**config.mk**
```make
export PLATFORM = sky130hd
export DESIGN_NAME = utf8_utf16_offset_mapper_unit
export DESIGN_NICKNAME = d
export VERILOG_FILES = /design/src/rtl/u8om_pkg.sv /design/src/rtl/u8om_in_reg.sv /design/src/rtl/u8om_walker.sv /design/src/rtl/u8om_out_reg.sv /design/src/rtl/utf8_utf16_offset_mapper_unit.sv
export VERILOG_INCLUDE_DIRS = /design/src /design/src/rtl
export SDC_FILE = /design/constraint.sdc
export NUM_CORES = 1
export LEC_CHECK = 0
export BUFFER_PORTS_ARGS = -buffer_cell sky130_fd_sc_hd__buf_2
export CORE_MARGIN = 4
export CORE_UTILIZATION = 26
export CTS_BUF_LIST = sky130_fd_sc_hd__clkbuf_16
export CTS_CLUSTER_DIAMETER = 30
export DETAILED_ROUTE_END_ITERATION = 7
export GPL_TIMING_DRIVEN = 0
export PLACE_DENSITY = 0.52
export REMOVE_ABC_BUFFERS = 1
export SYNTH_ARGS = -nofsm -noshare
export SYNTH_HDL_FRONTEND = slang
export SYNTH_SLANG_ARGS = --single-unit
```
**constraint.sdc**
```tcl
create_clock -name clk -period 16.8 [get_ports clk]
set_input_delay 2.52 -clock clk [delete_from_list [all_inputs] [get_ports clk]]
set_output_delay 2.52 -clock clk [all_outputs]
set_load 0.005 [all_outputs]
```
**src/rtl/assert_macros.svh**
```systemverilog
// Assertion helpers; the clock is clk and the reset is rst in every user.
`ifndef ASSERT_MACROS_SVH
`define ASSERT_MACROS_SVH

`ifndef SYNTH
`define ASSERT_IMPLIES(lbl, ante, cons, msg) \
  lbl: assert property (@(posedge clk) disable iff (rst) (ante) |-> (cons)) else $error(msg);
`define ASSERT_NEXT(lbl, ante, cons, msg) \
  lbl: assert property (@(posedge clk) disable iff (rst) (ante) |=> (cons)) else $error(msg);
`else
`define ASSERT_IMPLIES(lbl, ante, cons, msg)
`define ASSERT_NEXT(lbl, ante, cons, msg)
`endif

`endif

```
**src/rtl/u8om_pkg.sv**
```systemverilog
package u8om_pkg;

  localparam int OFFSET_BITS_DEFAULT = 16;
  localparam int TARGET_BITS = 16;
  localparam int CFG_INDEX_BITS = 1;

  localparam logic [CFG_INDEX_BITS-1:0] REG_DIRECTION = 1'b0;
  localparam logic [CFG_INDEX_BITS-1:0] REG_TARGET    = 1'b1;

  localparam logic       CMD_BYTE = 1'b0;
  localparam logic       CMD_EOL  = 1'b1;
  localparam logic       DIR_UNITS_TO_BYTES = 1'b0;

  localparam logic [15:0] RESULT_MAX = 16'hFFFF;

  localparam logic [7:0] MASK_ASCII = 8'h80;
  localparam logic [7:0] MASK_LEAD2 = 8'hE0;
  localparam logic [7:0] CODE_LEAD2 = 8'hC0;
  localparam logic [7:0] MASK_LEAD3 = 8'hF0;
  localparam logic [7:0] CODE_LEAD3 = 8'hE0;
  localparam logic [7:0] MASK_LEAD4 = 8'hF8;
  localparam logic [7:0] CODE_LEAD4 = 8'hF0;
  localparam logic [7:0] MASK_CONT  = 8'hC0;
  localparam logic [7:0] CODE_CONT  = 8'h80;

  typedef struct packed {
    logic       command;
    logic [7:0] data_byte;
  } in_beat_t;

  typedef struct packed {
    logic [15:0] converted_offset;
    logic        overflow;
  } out_beat_t;

  typedef struct packed {
    logic                   direction;
    logic [TARGET_BITS-1:0] target_offset;
  } cfg_t;

  // 1: single byte, 2..4: sequence length, 0: bad lead
  function automatic logic [2:0] lead_len(logic [7:0] b);
    logic [2:0] len;
    priority if ((b & MASK_ASCII) == 8'h00) len = 3'd1;
    else if ((b & MASK_LEAD2) == CODE_LEAD2) len = 3'd2;
    else if ((b & MASK_LEAD3) == CODE_LEAD3) len = 3'd3;
    else if ((b & MASK_LEAD4) == CODE_LEAD4) len = 3'd4;
    else len = 3'd0;
    return len;
  endfunction

  function automatic logic is_cont(logic [7:0] b);
    return (b & MASK_CONT) == CODE_CONT;
  endfunction

endpackage

```
**src/rtl/u8om_in_reg.sv**
```systemverilog
module u8om_in_reg (
  input  logic               clk,
  input  logic               rst,
  input  logic               in_valid,
  output logic               in_ready,
  input  u8om_pkg::in_beat_t in_beat,
  input  logic               advance,
  output logic               held_valid,
  output u8om_pkg::in_beat_t held_beat
);

  assign in_ready = !held_valid || advance;

  always_ff @(posedge clk) begin
    if (rst) begin
      held_valid <= 1'b0;
    end else if (in_ready) begin
      held_valid <= in_valid;
    end
  end

  always_ff @(posedge clk) begin
    if (in_valid && in_ready) begin
      held_beat <= in_beat;
    end
  end

endmodule

```
**src/rtl/u8om_walker.sv**
```systemverilog
`include "assert_macros.svh"

module u8om_walker #(
  parameter int OFFSET_BITS = u8om_pkg::OFFSET_BITS_DEFAULT
) (
  input  logic                clk,
  input  logic                rst,
  input  logic                fire,
  input  u8om_pkg::in_beat_t  beat,
  input  u8om_pkg::cfg_t      cfg,
  output logic                res_valid,
  output u8om_pkg::out_beat_t res_beat
);

  localparam int OB = OFFSET_BITS;
  localparam int CW = ((OB > u8om_pkg::TARGET_BITS) ? OB : u8om_pkg::TARGET_BITS) + 2;

  typedef struct packed {
    logic [OB-1:0] bc;
    logic [OB-1:0] uc;
    logic          reached;
    logic          sat;
  } walk_t;

  function automatic walk_t take_char(walk_t s, logic [2:0] nb, logic [1:0] nu,
                                      logic dir, logic [u8om_pkg::TARGET_BITS-1:0] tgt);
    walk_t         r;
    logic [CW-1:0] uc_x;
    logic [CW-1:0] bc_x;
    logic [CW-1:0] tg_x;
    logic [CW-1:0] un_x;
    logic [OB:0]   bs;
    logic [OB:0]   us;
    r    = s;
    uc_x = CW'(s.uc);
    bc_x = CW'(s.bc);
    tg_x = CW'(tgt);
    un_x = uc_x + CW'(nu);
    bs   = {1'b0, s.bc} + (OB+1)'(nb);
    us   = {1'b0, s.uc} + (OB+1)'(nu);
    if (!s.reached) begin
      if ((dir == u8om_pkg::DIR_UNITS_TO_BYTES && (uc_x >= tg_x || un_x > tg_x)) ||
          (dir != u8om_pkg::DIR_UNITS_TO_BYTES && bc_x >= tg_x)) begin
        r.reached = 1'b1;
      end else begin
        r.bc  = bs[OB] ? '1 : bs[OB-1:0];
        r.uc  = us[OB] ? '1 : us[OB-1:0];
        r.sat = s.sat | bs[OB] | us[OB];
      end
    end
    return r;
  endfunction

  walk_t      walk;
  walk_t      walk_next;
  logic [1:0] pcnt;
  logic [1:0] pcnt_next;
  logic [2:0] elen;
  logic [2:0] elen_next;
  logic [7:0] pb0;
  logic [7:0] pb1;

  logic       open_seq;
  logic       cont;
  logic       do_flush;
  logic [2:0] ll;
  logic [1:0] cp_units;
  walk_t      wa;
  walk_t      w1;
  walk_t      wb;
  walk_t      w2;
  walk_t      wc;
  walk_t      wf;
  walk_t      wt;
  logic [2:0] t_nb;
  logic [1:0] t_nu;
  logic       t_en;
  logic       store;
  logic [CW-1:0] res_x;
  logic       clamp;

  assign open_seq = (elen != 3'd0) && (pcnt != 2'd0);
  assign cont     = u8om_pkg::is_cont(beat.data_byte);
  assign do_flush = (beat.command == u8om_pkg::CMD_EOL) || (open_seq && !cont);
  assign ll       = u8om_pkg::lead_len(beat.data_byte);
  assign cp_units = (elen == 3'd4 && (pb0[2:0] != 3'd0 || pb1[5:4] != 2'd0)) ? 2'd2 : 2'd1;

  // replay held bytes as replacement characters
  assign wa = take_char(walk, 3'd1, 2'd1, cfg.direction, cfg.target_offset);
  assign w1 = (do_flush && pcnt >= 2'd1) ? wa : walk;
  assign wb = take_char(w1, 3'd1, 2'd1, cfg.direction, cfg.target_offset);
  assign w2 = (do_flush && pcnt >= 2'd2) ? wb : w1;
  assign wc = take_char(w2, 3'd1, 2'd1, cfg.direction, cfg.target_offset);
  assign wf = (do_flush && pcnt == 2'd3) ? wc : w2;

  always_comb begin
    t_en      = 1'b0;
    t_nb      = 3'd1;
    t_nu      = 2'd1;
    store     = 1'b0;
    pcnt_next = pcnt;
    elen_next = elen;
    if (beat.command == u8om_pkg::CMD_EOL) begin
      pcnt_next = 2'd0;
      elen_next = 3'd0;
    end else if (open_seq && cont) begin
      if (({1'b0, pcnt} + 3'd1) < elen && pcnt < 2'd3) begin
        store     = 1'b1;
        pcnt_next = pcnt + 2'd1;
      end else begin
        t_en      = 1'b1;
        t_nb      = elen;
        t_nu      = cp_units;
        pcnt_next = 2'd0;
        elen_next = 3'd0;
      end
    end else if (ll == 3'd1 || ll == 3'd0) begin
      t_en      = 1'b1;
      pcnt_next = 2'd0;
      elen_next = 3'd0;
    end else begin
      pcnt_next = 2'd1;
      elen_next = ll;
    end
  end

  assign wt = t_en ? take_char(wf, t_nb, t_nu, cfg.direction, cfg.target_offset) : wf;

  always_comb begin
    if (beat.command == u8om_pkg::CMD_EOL) begin
      walk_next = '0;
    end else begin
      walk_next = wt;
    end
  end

  always_ff @(posedge clk) begin
    if (rst) begin
      walk <= '0;
      pcnt <= 2'd0;
      elen <= 3'd0;
    end else if (fire) begin
      walk <= walk_next;
      pcnt <= pcnt_next;
      elen <= elen_next;
    end
  end

  always_ff @(posedge clk) begin
    if (fire && beat.command == u8om_pkg::CMD_BYTE) begin
      if (store) begin
        if (pcnt == 2'd1) begin
          pb1 <= beat.data_byte;
        end
      end else if (!(open_seq && cont) && ll != 3'd1 && ll != 3'd0) begin
        pb0 <= beat.data_byte;
      end
    end
  end

  assign res_x = (cfg.direction == u8om_pkg::DIR_UNITS_TO_BYTES) ? CW'(wf.bc) : CW'(wf.uc);
  assign clamp = res_x > CW'(u8om_pkg::RESULT_MAX);

  assign res_valid                 = fire && beat.command == u8om_pkg::CMD_EOL;
  assign res_beat.converted_offset = clamp ? u8om_pkg::RESULT_MAX : res_x[15:0];
  assign res_beat.overflow         = wf.sat | clamp;

  `ASSERT_NEXT(a_line_cleared, res_valid, walk == '0 && pcnt == 2'd0 && elen == 3'd0, "line state not cleared after end of line")
  `ASSERT_IMPLIES(a_open_pair, 1'b1, (pcnt == 2'd0) == (elen == 3'd0), "held count and sequence length disagree")
  `ASSERT_IMPLIES(a_three_held, pcnt == 2'd3, elen == 3'd4, "three bytes held outside a four-byte sequence")

endmodule

```
**src/rtl/u8om_out_reg.sv**
```systemverilog
module u8om_out_reg (
  input  logic                clk,
  input  logic                rst,
  input  logic                load,
  input  u8om_pkg::out_beat_t load_beat,
  output logic                load_ready,
  output logic                out_valid,
  input  logic                out_ready,
  output u8om_pkg::out_beat_t out_beat
);

  assign load_ready = !out_valid || out_ready;

  always_ff @(posedge clk) begin
    if (rst) begin
      out_valid <= 1'b0;
    end else if (load_ready) begin
      out_valid <= load;
    end
  end

  always_ff @(posedge clk) begin
    if (load && load_ready) begin
      out_beat <= load_beat;
    end
  end

endmodule

```
**src/rtl/utf8_utf16_offset_mapper_unit.sv**
```systemverilog
// UTF-8 line offset mapper.
// Input channel (in_valid/in_ready/in_beat): one beat per line byte with
// command CMD_BYTE, then one beat with command CMD_EOL that closes the line.
// Output channel (out_valid/out_ready/out_beat): one beat per line, carrying
// the converted offset and the overflow flag.
// Configuration: cfg_we writes cfg_data into the register picked by cfg_index
// (0: direction, 1: target offset); write only while no line is in progress.
// Throughput: one beat per cycle while no end-of-line beat waits on a full
// output register; the cycle time is set by the walker's chain of up to four
// saturating counter updates (three replayed held bytes plus the current
// character).
// Reset clears the configuration, the open sequence and the counters.
// When the receiver stalls, line bytes keep flowing; an end-of-line beat waits
// in the input register until the output register frees, and in_ready drops.
`include "assert_macros.svh"

module utf8_utf16_offset_mapper_unit #(
  parameter int OFFSET_BITS = u8om_pkg::OFFSET_BITS_DEFAULT
) (
  input  logic                                    clk,
  input  logic                                    rst,
  input  logic                                    in_valid,
  output logic                                    in_ready,
  input  u8om_pkg::in_beat_t                      in_beat,
  output logic                                    out_valid,
  input  logic                                    out_ready,
  output u8om_pkg::out_beat_t                     out_beat,
  input  logic                                    cfg_we,
  input  logic [u8om_pkg::CFG_INDEX_BITS-1:0]     cfg_index,
  input  logic [u8om_pkg::TARGET_BITS-1:0]        cfg_data
);

  u8om_pkg::cfg_t      cfg;
  logic                held_valid;
  u8om_pkg::in_beat_t  held_beat;
  logic                advance;
  logic                res_valid;
  u8om_pkg::out_beat_t res_beat;
  logic                load_ready;

  always_ff @(posedge clk) begin
    if (rst) begin
      cfg <= '0;
    end else if (cfg_we) begin
      unique case (cfg_index)
        u8om_pkg::REG_DIRECTION: cfg.direction     <= cfg_data[0];
        u8om_pkg::REG_TARGET:    cfg.target_offset <= cfg_data;
        default:                 cfg               <= cfg;
      endcase
    end
  end

  assign advance = held_valid &&
                   (held_beat.command == u8om_pkg::CMD_BYTE || load_ready);

  u8om_in_reg u_in_reg (
    .clk        (clk),
    .rst        (rst),
    .in_valid   (in_valid),
    .in_ready   (in_ready),
    .in_beat    (in_beat),
    .advance    (advance),
    .held_valid (held_valid),
    .held_beat  (held_beat)
  );

  u8om_walker #(
    .OFFSET_BITS (OFFSET_BITS)
  ) u_walker (
    .clk       (clk),
    .rst       (rst),
    .fire      (advance),
    .beat      (held_beat),
    .cfg       (cfg),
    .res_valid (res_valid),
    .res_beat  (res_beat)
  );

  u8om_out_reg u_out_reg (
    .clk        (clk),
    .rst        (rst),
    .load       (res_valid),
    .load_beat  (res_beat),
    .load_ready (load_ready),
    .out_valid  (out_valid),
    .out_ready  (out_ready),
    .out_beat   (out_beat)
  );

  `ASSERT_IMPLIES(a_no_lost_result, res_valid, load_ready, "result written into a full output register")
  `ASSERT_NEXT(a_eol_holds, held_valid && held_beat.command == u8om_pkg::CMD_EOL && !load_ready, held_valid && held_beat.command == u8om_pkg::CMD_EOL, "stalled end of line dropped")
  `ASSERT_NEXT(a_result_follows, res_valid, out_valid, "result not presented after end of line")

endmodule

```
==> results.json <==
{
  "io_buffers": 49,
  "synthAdderAreaFrac_pct": 19.3,
  "grt_busiest_layer": "met2",
  "min_path_type": "register to register",
  "worstPathMaxFanout": 15,
  "synth-seq-cells": 89,
  "final_common_cell": "ha_1",
  "reg2reg_depth": 71,
  "synth_top_family_by_area": "compound AO/OA/AOI/OAI gates",
  "ir_worst_vdd_v": 0.0000703,
  "r2r_start": "u_walker.walk[3]",
  "wire_per_inst_um": 22.2,
  "synth_xor_area_share_pct": 3.71,
  "end_kind": "register",
  "clock_sinks": 89,
  "grt_pass1_vias": 13801,
  "drt-initial-drc-count": 1140,
  "synth-simple-area-share_pct": 24.3,
  "overflow": 0,
  "grt_pass1_wl_um": 83600,
  "met1_usage_pct": 25.1,
  "synth_edf_count": 31,
  "min_path_cells": 0,
  "diodes": 0,
  "num_rows": 84,
  "fin_crit_sh_pct": 96.1,
  "drive_gt1_share_pct": 15.7,
  "die_area_mm2": 0.0573,
  "dp_hpwl_um": 41900,
  "num_vias": 14469,
  "crit_arrival_ns": 16.41,
  "drc": 0,
  "r2r_slack_ns": 0.66,
  "maxCapViolCount": 0,
  "most-common-layout-cells": "ha_1, nand2_1, a21oi_1",
  "initial_core_util_pct": 26.4,
  "worst_pin_slew_ns": 1.11,
  "ys_seq_area_share_pct": 15.0,
  "die_w_um": 239,
  "areaGrowthSynthToFinish_pct": 13.0,
  "min_from": "u_in_reg.held_beat[2]",
  "finalSetupViolCount": 0,
  "syn-cell-area_mm2": 0.0139,
  "nets": 2055,
  "grt_util_met2_pct": 30.5,
  "crit_type": "register to register",
  "holdPathEnd": "u_walker.pb0[2]",
  "finalWeightedCongestion": 0.944,
  "clock.fmax_ghz": 0.0620,
  "synth_compound_area_share_pct": 29.2,
  "synthCells": 1783,
  "wl_um": 55700,
  "max_stage_delay_ns": 0.56,
  "clk_pin_slew_worst_paths_ns": 0.08,
  "p_leak_nw": 6.40,
  "critPathRequiredTime_ns": 17.07,
  "relSlewSlack_pct": 24.9,
  "synth_flop_cell": "dfxtp_1",
  "drt-vias-per-instance": 5.78,
  "grt_usage_pct": 18.8,
  "cts_root_buf": "clkbuf_16",
  "worstSetupStartpointType": "register",
  "yosysWarnings": 0,
  "core_area_mm2": 0.0528,
  "die_h_um": 239,
  "firstDrtPassIters": 5,
  "finClkSkew_ns": 0.0164,
  "top_level_ports": 50,
  "reg2reg_to": "u_walker.walk[27]",
  "fin_setup_tns_ns": 0,
  "clk_latency_ns": 0.38,
  "avgSynthCellArea_um2": 7.81,
  "hold_viol_final": 0,
  "cts.path.max_buffers": 2,
  "grt_max_degree": 40,
  "outcome": "finished, final reports clean",
  "antenna_found_initial": 0,
  "numCtsBuffers": 9,
  "fin_crit_ns": 16.14,
  "drv_slew": 0,
  "final_area_mm2": 0.0157,
  "antenna_left": 0,
  "synth_cell_type_count": 121,
  "ys_async_sr_fraction_pct": 0,
  "htree_levels": 3,
  "stdcell_count": 2504,
  "crit_top_cell": "ha_1",
  "dp.cells": 2452,
  "crit_slowest_cell": "or4_4",
  "placed_cell_area_mm2": 0.0147,
  "power_density_mw_per_mm2": 40.5,
  "synth.area.mux_share_pct": 2.98,
  "cts_tree": "built",
  "use_met3_pct": 2.97
}
[timing repair]
action | CTS | global route
hold buffers | 0 | 0
pin swaps | 11 | 13
cloned | 2 | 0
resized for setup | 50 | 46
buffers inserted | 19 | 15
setup endpoints to repair | 34 | 33
hold endpoints to repair | 0 | 0
[worst max-delay path, delay by kind of cell, from the launching register on]
family | cells | cell delay, ns
AO/OA/AOI/OAI | 32 | 7.38
XOR/XNOR | 4 | 0.88
adder cells (fa/ha/maj) | 8 | 2.27
buffers and inverters | 5 | 0.69
flip-flops | 1 | 0.46
AND/OR/NAND/NOR | 22 | 4.33
[cell type report]
type / count / area [µm²]
fill: 5717 / 37000
inverter: 99 / 377
clock buffer: 9 / 225
sequential: 89 / 2110
timing repair buffer: 89 / 586
multi-input combinational: 1523 / 11500
tap: 688 / 861
clock inverter: 7 / 77.6
[through the flow]
stage	hold slack [ns]	util [%]	power, W	setup slack (ns)
global placement	0.407	27.7	0.000400	-7.85
floorplan	0.400	-	0.000346	-0.249
finish	0.425	29.8	0.000638	0.659
detailed placement	0.412	27.9	0.000406	-4.91
global route	0.439	29.8	0.000666	-0.0452
CTS	0.427	29.2	0.000632	0.00697
[cell families after synthesis]
family / count (synthesis)
flops: 89
mux: 39
xor+xnor: 59
compound gates: 565
simple gates: 645
fa+ha+maj: 213
buf+inv: 173
[power breakdown]
part	total, W	leakage [nW]	internal (W)	switching (W)
logic	0.000187	5.48	0.0000670	0.000120
clock network	0.000215	0.147	0.000117	0.0000984
registers	0.000235	0.775	0.000227	0.00000770
total	0.000638	6.40	0.000411	0.000226
[how the worst max path moves through the flow]
stage | slack [ns] | from | cells after the start | end
global placement | -7.85 | u_walker.walk[2] | 64 | u_walker.walk[27]
CTS | 0.007 | u_walker.walk[3] | 71 | u_walker.walk[27]
floorplan | -0.25 | u_walker.walk[6] | 66 | u_walker.walk[27]
finish | 0.66 | u_walker.walk[3] | 71 | u_walker.walk[27]
global route | -0.05 | u_walker.walk[6] | 70 | u_walker.walk[27]
detailed placement | -4.91 | u_walker.walk[2] | 68 | u_walker.walk[26]
[synth_stat cells, types with 16 or more instances]
master / n / area (µm²)
xor2_1: 17 / 149
nand2b_1: 18 / 113
nand3_1: 60 / 300
mux2i_1: 19 / 190
or4_1: 16 / 120
edfxtp_1: 31 / 931
nand4_1: 31 / 194
nand2_1: 185 / 694
dfxtp_1: 58 / 1160
mux2_2: 20 / 225
o21a_1: 16 / 120
o21ai_0: 90 / 450
a211oi_1: 30 / 225
xnor2_1: 42 / 368
buf_2: 24 / 120
a31oi_1: 35 / 219
nor2_1: 121 / 454
inv_1: 94 / 353
and3_1: 28 / 175
a21o_1: 45 / 338
clkbuf_1: 30 / 113
ha_1: 211 / 2640
nor3_1: 50 / 250
a21oi_1: 133 / 666
and2_1: 19 / 119
[flip-flops by register name (all words and copies together), names as in the netlist]
name and flops:
cfg 17, u_in_reg.held_beat 9, u_in_reg.held_valid 1, u_out_reg.out_beat 17, u_out_reg.out_valid 1, u_walker.elen 3
u_walker.pb0 3, u_walker.pb1 2, u_walker.pcnt 2, u_walker.walk 34
[layer usage]
layer  vias to the layer above  part of all wire (%)
met2                       549                    45
met1                      6962                    44
li1                       6845                     -
met3                       113                   6.9
met5                         -                     0
met4                         0                   4.2
No activity file was read; power rests on OpenSTA's default activity.
